===== src/rtl/core/bsfn_pkg.sv =====
// Package for the bit set with find-next: store geometry, operation codes
// and the lowest-set-bit helper.
// No dependencies; used by the top level and the testbench.
package bsfn_pkg;

	// Store geometry
	localparam int SET_WORDS = 64;
	localparam int WORD_BITS = 64;
	localparam int WORD_AW   = (SET_WORDS > 1) ? $clog2(SET_WORDS) : 1;
	localparam logic [32:0] STORE_BITS = 33'(SET_WORDS) * 33'(WORD_BITS);
	localparam logic [WORD_AW-1:0] LAST_WORD = WORD_AW'(SET_WORDS - 1);
	localparam logic [WORD_BITS-1:0] FULL_WORD = {WORD_BITS{1'b1}};

	typedef logic [WORD_BITS-1:0] word_t;
	typedef logic [WORD_AW-1:0]   word_idx_t;

	// Operation codes
	typedef enum logic [2:0] {
		OP_SET       = 3'd0,
		OP_CLEAR     = 3'd1,
		OP_TEST      = 3'd2,
		OP_FIND_NEXT = 3'd3,
		OP_SET_RANGE = 3'd4,
		OP_CLEAR_ALL = 3'd5,
		OP_SET_ALL   = 3'd6,
		OP_INVERT    = 3'd7
	} op_t;

	// Position of the lowest one in a word, by halving in six steps
	function automatic logic [5:0] lowest_one(input word_t w);
		word_t      v;
		word_t      mask;
		logic [5:0] n;
		v = w;
		n = '0;
		for (int k = 5; k >= 0; k--) begin
			mask = (word_t'(1) << (1 << k)) - word_t'(1);
			if ((v & mask) == '0) begin
				n[k] = 1'b1;
				v    = v >> (1 << k);
			end
		end
		return n;
	endfunction

endpackage


===== src/rtl/core/bsfn_req_if.sv =====
// Request channel of the bit set: valid/ready handshake with the operation word.
// Depends on nothing.
interface bsfn_req_if;
	logic        valid;
	logic        ready;
	logic [2:0]  operation;
	logic [31:0] element;
	logic [31:0] range_end;

	modport source (output valid, output operation, output element, output range_end,
		input ready);
	modport sink (input valid, input operation, input element, input range_end,
		output ready);
endinterface


===== src/rtl/core/bsfn_rsp_if.sv =====
// Response channel of the bit set: valid/ready handshake with the result word.
// Depends on nothing.
interface bsfn_rsp_if;
	logic        valid;
	logic        ready;
	logic        flag;
	logic [31:0] found_element;
	logic        out_of_range;

	modport source (output valid, output flag, output found_element, output out_of_range,
		input ready);
	modport sink (input valid, input flag, input found_element, input out_of_range,
		output ready);
endinterface


===== src/rtl/core/bitset_with_find_next.sv =====
// Top level of the bit set with find-next: word store, sequencer and response register.
// Depends on bsfn_pkg, bsfn_req_if and bsfn_rsp_if.

// The set lives in a single-port memory of 64-bit words with a registered read,
// plus a default bit for every element beyond the store. Each word in the store
// has a valid flop; a word not yet written since the last clear-all or set-all
// reads as the default bit, and invert toggles a mask applied on every read and
// write, so the three whole-set operations finish at acceptance. Set and clear
// do one read-modify-write, test one read. Find-next and set-range walk the
// store one word at a time (read, then evaluate and, for set-range, write back);
// find-next visits at most every word from the start word to the last one. An
// operation that resolves without touching the store (element beyond the store,
// empty range) goes from acceptance straight to the done state. One word is in
// flight at a time: the sequencer only returns to idle after the write back, so
// a read never overlaps a write to the same word. A finished result is held in
// the response register while the next word is accepted.
module bitset_with_find_next (
	input  logic        clk,
	input  logic        arst_n,
	bsfn_req_if.sink    req,
	bsfn_rsp_if.source  rsp
);

	typedef enum logic [3:0] {
		ST_IDLE = 4'b0001,
		ST_READ = 4'b0010,
		ST_EVAL = 4'b0100,
		ST_DONE = 4'b1000
	} state_t;

	state_t                      state_q;
	logic [bsfn_pkg::SET_WORDS-1:0] valid_q;
	logic                        default_q;
	logic                        inv_q;
	logic                        rsp_vld_q;

	bsfn_pkg::word_t             mem [bsfn_pkg::SET_WORDS];
	bsfn_pkg::word_t             rd_data_s1;
	logic                        rd_vld_s1;

	bsfn_pkg::op_t               op_q;
	logic [5:0]                  lo_q;
	logic [5:0]                  top_lo_q;
	bsfn_pkg::word_idx_t         word_q;
	bsfn_pkg::word_idx_t         first_w_q;
	bsfn_pkg::word_idx_t         end_w_q;
	logic                        res_flag_q;
	logic [31:0]                 res_found_q;
	logic                        res_oor_q;
	logic                        rsp_flag_q;
	logic [31:0]                 rsp_found_q;
	logic                        rsp_oor_q;

	// Acceptance decode
	bsfn_pkg::op_t               req_op;
	logic                        accept;
	logic                        in_store;
	logic                        hi_oor;
	logic [31:0]                 top;
	logic                        walk;
	logic                        imm_flag;
	logic [31:0]                 imm_found;
	logic                        imm_oor;
	bsfn_pkg::word_idx_t         imm_end_w;
	logic [5:0]                  imm_top_lo;

	// Evaluation of the word just read
	bsfn_pkg::word_t             cur_word;
	bsfn_pkg::word_t             bit_sel;
	bsfn_pkg::word_t             rng_mask;
	bsfn_pkg::word_t             find_word;
	logic [5:0]                  lb;
	logic [5:0]                  hb;
	logic                        wr_en;
	bsfn_pkg::word_t             wr_word;
	logic                        eval_more;
	logic                        eval_flag;
	logic [31:0]                 eval_found;
	logic                        slot_free;

	assign req_op    = bsfn_pkg::op_t'(req.operation);
	assign req.ready = (state_q == ST_IDLE);
	assign accept    = req.valid && req.ready;
	assign slot_free = !rsp_vld_q || rsp.ready;

	// Decode a new word: either start a walk of the store or resolve at once
	always_comb begin
		in_store   = ({1'b0, req.element} < bsfn_pkg::STORE_BITS);
		hi_oor     = ({1'b0, req.range_end} >= bsfn_pkg::STORE_BITS);
		top        = hi_oor ? 32'(bsfn_pkg::STORE_BITS - 33'd1) : req.range_end;
		walk       = 1'b0;
		imm_flag   = 1'b0;
		imm_found  = '0;
		imm_oor    = 1'b0;
		imm_end_w  = req.element[6 +: bsfn_pkg::WORD_AW];
		imm_top_lo = req.element[5:0];
		case (req_op)
			bsfn_pkg::OP_SET, bsfn_pkg::OP_CLEAR: begin
				walk    = in_store;
				imm_oor = !in_store;
			end
			bsfn_pkg::OP_TEST: begin
				walk     = in_store;
				imm_flag = default_q;
			end
			bsfn_pkg::OP_FIND_NEXT: begin
				walk      = in_store;
				imm_end_w = bsfn_pkg::LAST_WORD;
				imm_flag  = default_q;
				imm_found = default_q ? req.element : 32'd0;
			end
			bsfn_pkg::OP_SET_RANGE: begin
				if (req.element <= req.range_end) begin
					walk    = in_store;
					imm_oor = hi_oor;
				end
				imm_end_w  = top[6 +: bsfn_pkg::WORD_AW];
				imm_top_lo = top[5:0];
			end
			default: begin
			end
		endcase
	end

	// Modify the word read: logical value, masks, write back and search
	always_comb begin
		cur_word   = rd_vld_s1 ? (rd_data_s1 ^ {bsfn_pkg::WORD_BITS{inv_q}})
			: {bsfn_pkg::WORD_BITS{default_q}};
		bit_sel    = bsfn_pkg::word_t'(1) << lo_q;
		lb         = (word_q == first_w_q) ? lo_q : 6'd0;
		hb         = (word_q == end_w_q) ? top_lo_q : 6'd63;
		rng_mask   = (bsfn_pkg::FULL_WORD >> (6'd63 - hb)) & (bsfn_pkg::FULL_WORD << lb);
		find_word  = cur_word & (bsfn_pkg::FULL_WORD << lb);
		wr_en      = 1'b0;
		wr_word    = cur_word;
		eval_more  = 1'b0;
		eval_flag  = res_flag_q;
		eval_found = res_found_q;
		case (op_q)
			bsfn_pkg::OP_SET: begin
				wr_en     = 1'b1;
				wr_word   = cur_word | bit_sel;
				eval_flag = (cur_word & bit_sel) == '0;
			end
			bsfn_pkg::OP_CLEAR: begin
				wr_en   = 1'b1;
				wr_word = cur_word & ~bit_sel;
			end
			bsfn_pkg::OP_TEST: begin
				eval_flag = (cur_word & bit_sel) != '0;
			end
			bsfn_pkg::OP_FIND_NEXT: begin
				if (find_word != '0) begin
					eval_flag  = 1'b1;
					eval_found = (32'(word_q) << 6) | 32'(bsfn_pkg::lowest_one(find_word));
				end else if (word_q == end_w_q) begin
					eval_flag  = default_q;
					eval_found = default_q ? 32'(bsfn_pkg::STORE_BITS) : 32'd0;
				end else begin
					eval_more = 1'b1;
				end
			end
			bsfn_pkg::OP_SET_RANGE: begin
				wr_en     = 1'b1;
				wr_word   = cur_word | rng_mask;
				eval_more = (word_q != end_w_q);
			end
			default: begin
			end
		endcase
	end

	// Sequencer, valid flops, default and invert state, response handshake
	always_ff @(posedge clk or negedge arst_n) begin
		if (!arst_n) begin
			state_q   <= ST_IDLE;
			valid_q   <= '0;
			default_q <= 1'b0;
			inv_q     <= 1'b0;
			rsp_vld_q <= 1'b0;
		end else begin
			// response register fills from the done state, empties on acceptance
			if (state_q == ST_DONE && slot_free)
				rsp_vld_q <= 1'b1;
			else if (rsp.ready)
				rsp_vld_q <= 1'b0;
			case (state_q)
				ST_IDLE: begin
					if (accept) begin
						case (req_op)
							bsfn_pkg::OP_CLEAR_ALL: begin
								valid_q   <= '0;
								default_q <= 1'b0;
							end
							bsfn_pkg::OP_SET_ALL: begin
								valid_q   <= '0;
								default_q <= 1'b1;
							end
							bsfn_pkg::OP_INVERT: begin
								inv_q     <= !inv_q;
								default_q <= !default_q;
							end
							default: begin
							end
						endcase
						state_q <= walk ? ST_READ : ST_DONE;
					end
				end
				ST_READ: begin
					state_q <= ST_EVAL;
				end
				ST_EVAL: begin
					if (wr_en)
						valid_q[word_q] <= 1'b1;
					state_q <= eval_more ? ST_READ : ST_DONE;
				end
				ST_DONE: begin
					if (slot_free)
						state_q <= ST_IDLE;
				end
				default: begin
					state_q <= ST_IDLE;
				end
			endcase
		end
	end

	// Word store: one read or one write per cycle
	always_ff @(posedge clk) begin
		if (state_q == ST_EVAL && wr_en)
			mem[word_q] <= wr_word ^ {bsfn_pkg::WORD_BITS{inv_q}};
		if (state_q == ST_READ) begin
			rd_data_s1 <= mem[word_q];
			rd_vld_s1  <= valid_q[word_q];
		end
	end

	// Operands, running result and response word
	always_ff @(posedge clk) begin
		if (accept) begin
			op_q        <= req_op;
			lo_q        <= req.element[5:0];
			top_lo_q    <= imm_top_lo;
			word_q      <= req.element[6 +: bsfn_pkg::WORD_AW];
			first_w_q   <= req.element[6 +: bsfn_pkg::WORD_AW];
			end_w_q     <= imm_end_w;
			res_flag_q  <= walk ? 1'b0 : imm_flag;
			res_found_q <= walk ? 32'd0 : imm_found;
			res_oor_q   <= imm_oor;
		end
		if (state_q == ST_EVAL) begin
			res_flag_q  <= eval_flag;
			res_found_q <= eval_found;
			if (eval_more)
				word_q <= word_q + bsfn_pkg::word_idx_t'(1);
		end
		if (state_q == ST_DONE && slot_free) begin
			rsp_flag_q  <= res_flag_q;
			rsp_found_q <= res_found_q;
			rsp_oor_q   <= res_oor_q;
		end
	end

	assign rsp.valid         = rsp_vld_q;
	assign rsp.flag          = rsp_flag_q;
	assign rsp.found_element = rsp_found_q;
	assign rsp.out_of_range  = rsp_oor_q;

endmodule


===== src/flat_wrapper.sv =====
// flat-port wrapper written by rule: the top's interface ports become plain ports
module bitset_with_find_next_flat 
  (clk, arst_n, req_valid, req_operation, req_element, req_range_end, req_ready, rsp_valid, rsp_flag, rsp_found_element, rsp_out_of_range, rsp_ready);
  bsfn_req_if req_i ();
  bsfn_rsp_if rsp_i ();
  input  logic clk;
  input  logic arst_n;
  input wire logic [$bits(req_i.valid)-1:0] req_valid;
  input wire logic [$bits(req_i.operation)-1:0] req_operation;
  input wire logic [$bits(req_i.element)-1:0] req_element;
  input wire logic [$bits(req_i.range_end)-1:0] req_range_end;
  output wire logic [$bits(req_i.ready)-1:0] req_ready;
  output wire logic [$bits(rsp_i.valid)-1:0] rsp_valid;
  output wire logic [$bits(rsp_i.flag)-1:0] rsp_flag;
  output wire logic [$bits(rsp_i.found_element)-1:0] rsp_found_element;
  output wire logic [$bits(rsp_i.out_of_range)-1:0] rsp_out_of_range;
  input wire logic [$bits(rsp_i.ready)-1:0] rsp_ready;
  assign req_i.valid = req_valid;
  assign req_i.operation = req_operation;
  assign req_i.element = req_element;
  assign req_i.range_end = req_range_end;
  assign req_ready = req_i.ready;
  assign rsp_valid = rsp_i.valid;
  assign rsp_flag = rsp_i.flag;
  assign rsp_found_element = rsp_i.found_element;
  assign rsp_out_of_range = rsp_i.out_of_range;
  assign rsp_i.ready = rsp_ready;
  bitset_with_find_next u_core (.clk(clk), .arst_n(arst_n), .req(req_i), .rsp(rsp_i));
endmodule

===== config.mk =====
export PLATFORM = sky130hd
export DESIGN_NAME = bitset_with_find_next_flat
export DESIGN_NICKNAME = d
export VERILOG_FILES = /design/src/rtl/core/bsfn_pkg.sv /design/src/rtl/core/bsfn_req_if.sv /design/src/rtl/core/bsfn_rsp_if.sv /design/src/rtl/core/bitset_with_find_next.sv /design/src/flat_wrapper.sv
export SDC_FILE = /design/constraint.sdc
export NUM_CORES = 2
export LEC_CHECK = 0
export BUFFER_PORTS_ARGS = -buffer_cell sky130_fd_sc_hd__buf_4
export CAP_MARGIN = 40
export CORE_MARGIN = 5
export CORE_UTILIZATION = 30
export DETAILED_ROUTE_END_ITERATION = 12
export PLACE_DENSITY = 0.51
export SLEW_MARGIN = 20
export SYNTH_ARGS = -nofsm -noshare
export SYNTH_HDL_FRONTEND = slang
export SYNTH_SLANG_ARGS = --single-unit

===== constraint.sdc =====
create_clock -name clk -period 8.5 [get_ports clk]
set_clock_uncertainty 0.2 [all_clocks]
set_input_delay 0.425 -clock clk [delete_from_list [all_inputs] [get_ports clk]]
set_output_delay 0.425 -clock clk [all_outputs]
set_load 0.02 [all_outputs]

==> impl_results.md <==
* Status: completed
* FMAX at about 170 MHz
* Max cap viols at 0
* Synth-to-layout area growth at 17.2%
* Synthesized flop and latch total at 4,333
* Max-slew violations at 0
* IO Port Bufs at 106
* Clock latency on the worst-skew pair at around 1.0 ns
* Placeable Area at about 540,000 um2
* Share of cells above drive strength 1 at 13.3%
* Worst-Margin Slew at approximately 1.2 ns
* Clock H-tree levels at 5
* VDD IR max at 0.000366 V
* # rows at 270
* Net Count, Synth at 9,541
* Filler instances at 50,600
* Root Buffer: clkbuf_16
* Min Tclk post-route at 6.04 ns
* Finished Core Util at 35.2%
* HPWL Detailed at 354,000 um
* Starting density of the core at roughly 30%
* Startpoint types: register
* Clk slew on worst S/H paths at 0.06 ns
* Number of post-CTS setup repair buffers at 0
* Setup slack after layout at approximately 2.5 ns
* Drt wl/cell at 37.4 um
* Min Hold Slack at approximately 0.059 ns
* Top Ports at around 110
* Gr ovfl total at 0
* Final hold vios at 0
* EDFF count, synth at 4,256
* Largest net degree at the start of global routing at about 110
* Crit path DAT at 6.65 ns
* Setup Viol. Count Final at 0
* CP Capture Type: register
* Setup CP Type: reg2reg
* P_leak at roughly 58 nW
* CTS tree: done
* Final non-filler cell total at between 15,000 and 20,000
* Main synth FF type: edfxtp_1
* Final wirelength at 654,000 um
* Slowest CP cell: or4_1
* Setup WS pre-CTS at 2.42 ns
* DR pass1 iterations at 6
* Slowest cell delay on critical path at 0.86 ns
* Cells along the critical path: xor2_1 > or4_1 > or3_1 > a221oi_2 > a21oi_1 > nor3_2 > nand2_4 > mux2i_4 > mux2_2 > and2_1 > a2111o_1 > a22oi_1
* Asr flop ratio synth at 1.64%
* Placed cells at 16,600
* CTS Buffer Depth at 4
* Drt drc at 0
* Nets at 9,974
* Post-synth cell types at 78
* Chip width at 746 um
* Register area share after synthesis at 79.8%
* Via-to-Cell Ratio at between 5 and 6
* Antenna Nets Post-Route at 0
* Worst Path Max Fanout at 15
* Die area at 557,000 um2
* Vias at approximately 100k
* Initial antenna violation count at 39
* Period utilization at 71.0%
* Worst EP required at 9.11 ns
* Buffers and inverters on the worst path at 0
* Gr usage total at between 20 and 25%
* Slew HR at 19.3%
* CTS buffer count at 430
* Initial DRC Count at approximately 15,000
* PwrDens at approximately 320 nW/um2
* Vias in the first global route at between 90,000 and 100k
* Worst min path class: in2reg
* Final GP Congestion at 0.963
* Avg Cell Area, Syn at 17.2 um2
* Family with the most delay on the worst path: simple AND/OR/NAND/NOR gates
* Setup TNS Final at 0 ns
* Cell count after synthesis at 9,437
* RSZ-0062 raised after global routing: no
* Clock Sinks at 4,333
* Die Y-Extent at 746 um
* Global-route wire length before repair at 870,000 um
* Warnings, synthesis at 0
* Post-synth design cell area at between 150,000 and 200,000 um2
## timing repair
item                      CTS  global route
hold buffers               66             0
gates resized for setup     0             0
hold endpoints to repair  161             0
## synth_stat cells (all sizes together) (5+ instances only)
master	number	area share, %
a211oi	18	0.083
a21boi	6	0.028
a21o	28	0.13
a21oi	261	0.80
a221oi	370	2.0
a22o	365	2.0
a22oi	1385	6.4
a31oi	401	1.5
a32oi	19	0.10
a41oi	55	0.30
and2	29	0.11
and3	7	0.027
buf	159	0.39
clkbuf	483	1.1
dfrtp	70	1.1
dfxtp	6	0.074
edfxtp	4256	79
ha	33	0.25
inv	47	0.11
nand2	215	0.50
nand2b	18	0.069
nand3	88	0.27
nand3b	9	0.042
nand4	139	0.53
nor2	343	0.79
nor2b	14	0.054
nor3	40	0.14
nor3b	5	0.023
nor4	86	0.33
o211ai	26	0.12
o21a	10	0.046
o21ai	148	0.46
o21bai	5	0.023
o221ai	8	0.043
o22a	6	0.032
o22ai	33	0.13
o31a	8	0.043
o31ai	12	0.058
or2	14	0.054
or3	16	0.062
or4	8	0.039
xnor2	118	0.64
xor2	26	0.14
## final timing paths
| check | depth (start not counted) | endpoint | startpoint | slack (ns) |
|---|---|---|---|---|
| worst max-delay path | 12 | u_core.res_found_q[0]$_DFFE_PP_ | u_core.word_q[2]$_DFF_P_ | 2.46 |
| worst min-delay path | 5 | u_core.top_lo_q[4]$_DFFE_PP_ | req_range_end[13] | 0.06 |
| worst max register to register | 12 | u_core.res_found_q[0]$_DFFE_PP_ | u_core.word_q[2]$_DFF_P_ | 2.46 |
| worst min register to register | 0 | u_core.rsp.out_of_range$_DFFE_PP_ | u_core.res_oor_q$_DFFE_PP_ | 0.21 |
| max in group asynchronous | 4 | u_core.inv_q$_DFFE_PN0P_ | arst_n | 6.91 |
| min in group asynchronous | 4 | u_core.valid_q[16]$_DFFE_PN0P_ | arst_n | 0.36 |
## placed cells by master, fill, tap and decap left out, types with 21 or more instances in the layout
cell type,count
a21o_1,28
a21oi_1,260
a221oi_1,369
a22o_1,365
a22oi_1,1385
a31oi_1,400
a41oi_1,55
and2_1,28
buf_12,100
buf_4,451
bufinv_16,25
clkbuf_1,109
clkbuf_16,438
clkinv_1,98
clkinv_2,75
dfrtp_1,69
diode_2,21
dlygate4sd3_1,65
edfxtp_1,4256
ha_1,33
inv_1,46
nand2_1,209
nand3_1,87
nand4_1,139
nor2_1,265
nor2_4,68
nor3_1,32
nor4_1,85
o211ai_1,26
o21ai_0,147
o22ai_1,33
xnor2_1,69
xnor2_2,49
## worst min-delay path, cell delays in order
cell and delay, ns:
buf_4 0.09, nor4_1 0.04, nand3_1 0.28, nor2_1 0.08, o21ai_0 0.19
## final cells by class
cell class	count	area (um2)	share of cell area (%)
Multi-Input combinational cell	4415	31600	16.6
Clock inverter	235	2040	1.07
Antenna cell	21	52.6	0.0276
Sequential cell	4333	130000	68.1
Timing Repair Buffer	643	6440	3.38
Clock buffer	553	11500	6.01
Tap cell	7208	9020	4.73
Inverter	47	176	0.0926
## sequential cells by signal, summed over array words and instances (netlist names), 3 cells and up
name and cells:
u_core.word_q 6, u_core.rd_data_s1 64, u_core.state_q 4, u_core.mem 4096, u_core.top_lo_q 6, u_core.res_found_q 32, u_core.end_w_q 6, u_core.valid_q 64
u_core.rsp.found_element 32, u_core.lo_q 6, u_core.op_q 3, u_core.first_w_q 6
## stage by stage
stage	cell area (um2)	total power, mW
after global routing	190000	62.9
after global placement	175000	42.4
after detailed placement	176000	42.9
after CTS	190000	61.1
final	191000	61.1
after floorplan	163000	36.4
## where the power goes
group / internal [mW] / switching [mW]
clock: 10.3 / 8.12
combinational: 2.75 / 10.8
sequential: 29.0 / 0.128
## cells by family (layout without fill, tap and decap cells)
logic type / count (synthesis) / after routing / synth area share [%]
buf+inv: 689 / 1478 / 1.61
xor+xnor: 144 / 144 / 0.776
flops: 4333 / 4333 / 79.8
mux: 5 / 5 / 0.0392
simple gates: 1035 / 1035 / 3.07
other cells: 0 / 21 / 0
fa+ha+maj: 33 / 33 / 0.254
compound gates: 3198 / 3198 / 14.5
## layer usage
layer / part of all wire (%) / track usage [%] / vias up
met5: 0.015 / 0 / -
met4: 3.5 / 7.26 / 16
met3: 9.9 / 4.64 / 1050
met2: 46 / 35.3 / 6548
met1: 41 / 31.0 / 54800
li1: - / - / 40500
(Power assumes the default switching activity.)
